## src/rtl/weighted_work_apportioner_core_assert.svh

```systemverilog
// ---------------------------------------------------------------------------
// Assertion macros for the weighted work apportioner
// Clocked on clk_i and disabled while rst_ni is low.
// ---------------------------------------------------------------------------
`ifndef WEIGHTED_WORK_APPORTIONER_CORE_ASSERT_SVH
`define WEIGHTED_WORK_APPORTIONER_CORE_ASSERT_SVH

// Check a property on every rising edge of clk_i outside reset.
`define WWA_ASSERT(lbl, prop, msg) \
  lbl: assert property (@(posedge clk_i) disable iff (!rst_ni) (prop)) else $error(msg);

// Check that the antecedent implies the consequent in the same cycle.
`define WWA_ASSERT_IMPL(lbl, ante, cons, msg) \
  `WWA_ASSERT(lbl, (ante) |-> (cons), msg)

`endif

```

## src/rtl/wwa_ram.sv

```systemverilog
// ---------------------------------------------------------------------------
// wwa_ram
// Simple dual-port RAM, one write and one registered read port.
// ---------------------------------------------------------------------------
`default_nettype none

module wwa_ram #(
  parameter int WIDTH = 8,
  parameter int DEPTH = 16,
  localparam int AW = (DEPTH > 1) ? $clog2(DEPTH) : 1
) (
  input  wire logic             clk_i,
  input  wire logic             we_i,
  input  wire logic [AW-1:0]    waddr_i,
  input  wire logic [WIDTH-1:0] wdata_i,
  input  wire logic             re_i,
  input  wire logic [AW-1:0]    raddr_i,
  output logic      [WIDTH-1:0] rdata_o
);

  logic [WIDTH-1:0] mem_q [DEPTH];
  logic [WIDTH-1:0] rdata_q;

  // Read data holds while no read is issued.
  always_ff @(posedge clk_i) begin
    if (we_i) begin
      mem_q[waddr_i] <= wdata_i;
    end
    if (re_i) begin
      rdata_q <= mem_q[raddr_i];
    end
  end

  assign rdata_o = rdata_q;

endmodule

`default_nettype wire

```

## config.mk

```make
export PLATFORM = sky130hd
export DESIGN_NAME = wwa_ram
export DESIGN_NICKNAME = d
export VERILOG_FILES = /design/src/rtl/weighted_work_apportioner_core_assert.svh /design/src/rtl/wwa_ram.sv
export SDC_FILE = /design/constraint.sdc
export NUM_CORES = 1
export LEC_CHECK = 0
export BUFFER_PORTS_ARGS = -buffer_cell sky130_fd_sc_hd__buf_2
export CORE_AREA = 2 2 120 151
export CTS_BUF_LIST = sky130_fd_sc_hd__clkbuf_4 sky130_fd_sc_hd__clkbuf_8
export DETAILED_ROUTE_END_ITERATION = 10
export DIE_AREA = 0 0 122 153
export PLACE_DENSITY = 0.52
export SETUP_SLACK_MARGIN = 0.1
export SLEW_MARGIN = 20
export SYNTH_ARGS = -nofsm -noshare
export SYNTH_HDL_FRONTEND = slang
export SYNTH_SLANG_ARGS = --single-unit
```

## constraint.sdc

```tcl
create_clock -name clk_i -period 3 [get_ports clk_i]
set_clock_uncertainty 0.1 [all_clocks]
set_input_delay 0.3 -clock clk_i [delete_from_list [all_inputs] [get_ports clk_i]]
set_output_delay 0.3 -clock clk_i [all_outputs]
set_load 0.1 [all_outputs]
```

==> metrics.cfg <==
[sta]
drv_slew = 0
period_share_pct = 55.70
fin_tns_setup_ps = 0
max_clock_freq_mhz = 598.4
slew_headroom_pct = 40.91
period_needed_ps = 1671
setup_ws_ps = 1329
hold_viol = 0
holdWs_ps = 143.5
tightest_slew_ps = 883.1
rsz0062_at_grt = false
finalSetupViolations = 0

[run_status]
status = finished, final reports clean

[critical_path]
crit_required_ps = 2950
crit_type = input port to flip-flop
ff2ff_path_depth = 3
cp_max_fo = 8
arrival_ps = 1620
cp-end-kind = flip-flop
critPathLaunchType = input port

[min_path]
whs_path_depth = 1
hp-class = input port to flip-flop

[yosys]
postSynthAreaPerCell_um2 = 22.83
synth.distinct_cells = 18
yosysTopAreaCell = edfxtp_1
syn_area_um2 = 5228
synth_area_leaders = edfxtp_1 (78%), mux4_2 (7.8%), mux4_1 (7.0%)
synth_top_area_share_pct = 78.12
synthCells = 229
ys_seq_elements = 136
synth-warning-count = 0
ys_seq_area_share_pct = 78.12
syn-num-nets = 248

[clocking]
post-cts-setup-buffers = 0
path_clk_slew_ps = 70
ctsHoldBuffers = 0
cts_buffers = 17
ctsResizeCount = 0
cts_tree = done
clk_latency_ps = 430
clock_sinks = 136
root_buffer = clkbuf_8
clockBufferDepth = 2
cts.htree.levels = 4

[floorplanning]
core_area_um2 = 17230
initial_core_util_pct = 30.34
ios = 27
dieHeight_um = 153
num_rows = 54
dieWidth_um = 122
dieArea_um2 = 18670

[finish]
area_delta_synth_final_pct = 15.44
nFillCells = 1631
n_antenna_cell = 0
drive_gt1_share_pct = 29.55
nNetsFinal = 297
final_cells = 515

[placement]
place.gp.congestion = 0.7130
post-place-ws_ps = 818.7
dp_hpwl_um = 6532
dpl.cell_count = 483
io_buffers = 26

[global_routing]
grt_pass1_vias = 2510
track_usage_pct = 11.93
grt_max_degree = 33
grt-ovfl-total = 0
antenna_found_initial = 0
grt_pass1_wl_um = 15610

[routing]
vias = 2399
via_per_inst = 4.658
first_iter_violations = 119
drtPass1Iterations = 4
drtAntennaViolNets = 0
drc = 0
wl_per_cell_um = 20.08
routed_wl_um = 10340

[power_and_ir_drop]
vdd.ir_drop.worst_v = 0.0003460
leakage_uw = 0.001972
power.density_nw_per_um2 = 627.0
fin_total_pwr_uw = 3784

[job]
cap_violations = 0

## logic make-up after synthesis
group                  Yosys count  share of synthesized area, %
flip-flops                     136                         78.12
buffers and inverters           10                         1.651
multiplexers                    32                         14.79
AND/OR/NAND/NOR                 35                         3.136
AO/OA/AOI/OAI                   16                         2.298
## final cells by class
type,instances,area [um2],share of cell area [%]
flip-flops and latches,136,4084,67.68
multi-input cells,83,1057,17.52
clock inverters,12,108.9,1.804
repair buffers,40,247.7,4.105
well taps,224,280.3,4.644
clock buffers,20,256.5,4.250
## worst max-delay path, cell delays in order
cell	delay [ps]
buf_2	120
or3b_2	510
nor2_1	690
## stage by stage
stage          util [%]  cell area, um2
3_5_place_dp      32.90            5669
4_1_cts           35.03            6035
3_3_place_gp      32.90            5669
2_1_floorplan         -            5228
6_report          35.03            6035
5_1_grt           35.03            6035
## path summary, 6_finish.rpt
| path | endpoint | slack, ps | start |
|---|---|---|---|
| max | mem_q[1][3]$_DFFE_PP_ | 1330 | waddr_i[2] |
| min | rdata_o[3]$_DFFE_PP_ | 140 | re_i |
| max reg2reg | rdata_o[2]$_DFFE_PP_ | 1380 | mem_q[1][2]$_DFFE_PP_ |
| min reg2reg | rdata_o[4]$_DFFE_PP_ | 640 | mem_q[14][4]$_DFFE_PP_ |
## cell usage after synthesis, drive strengths merged
library cell	count
nand3b	2
and2b	1
clkdlybuf4s25	3
nor2b	1
edfxtp	136
nor3	4
nor2	13
buf	7
mux4	32
and2	1
nand3	1
or3b	1
nand2	9
a22oi	16
nand2b	2
## state kept, by name (all words and copies together), names as in the netlist
| register | count |
|---|---|
| mem_q | 128 |
| rdata_o | 8 |
## where the power goes
group / internal, uW / switching, uW / total (uW) / leakage [uW]
logic: 80.3 / 177 / 258 / 0.000552
clock network: 745 / 631 / 1380 / 0.000184
registers: 2140 / 10.3 / 2150 / 0.00124
total: 2970 / 819 / 3780 / 0.00197
## cells in the final DEF, fill, tap and decap left out
cell type and count:
and2b_1 1, nand3b_1 2, clkinv_2 3, or3b_2 1, nand3_1 1, nor2b_1 1
clkinvlp_4 2, nor2_1 13, nand2b_1 2, clkbuf_8 17, edfxtp_1 136, a22oi_1 16
and2_1 1, buf_12 1, buf_4 13, bufinv_16 2, buf_2 26, mux4_2 18
mux4_1 14, nor3_1 4, clkbuf_4 3, nand2_1 9, clkinv_1 5
## metal layers
layer	track usage [%]	wire length [um]
met5	0	0
met4	3.394	100
met3	4.590	437
met2	18.83	5227
met1	15.32	4576
No activity file was read; power rests on OpenSTA's default activity.
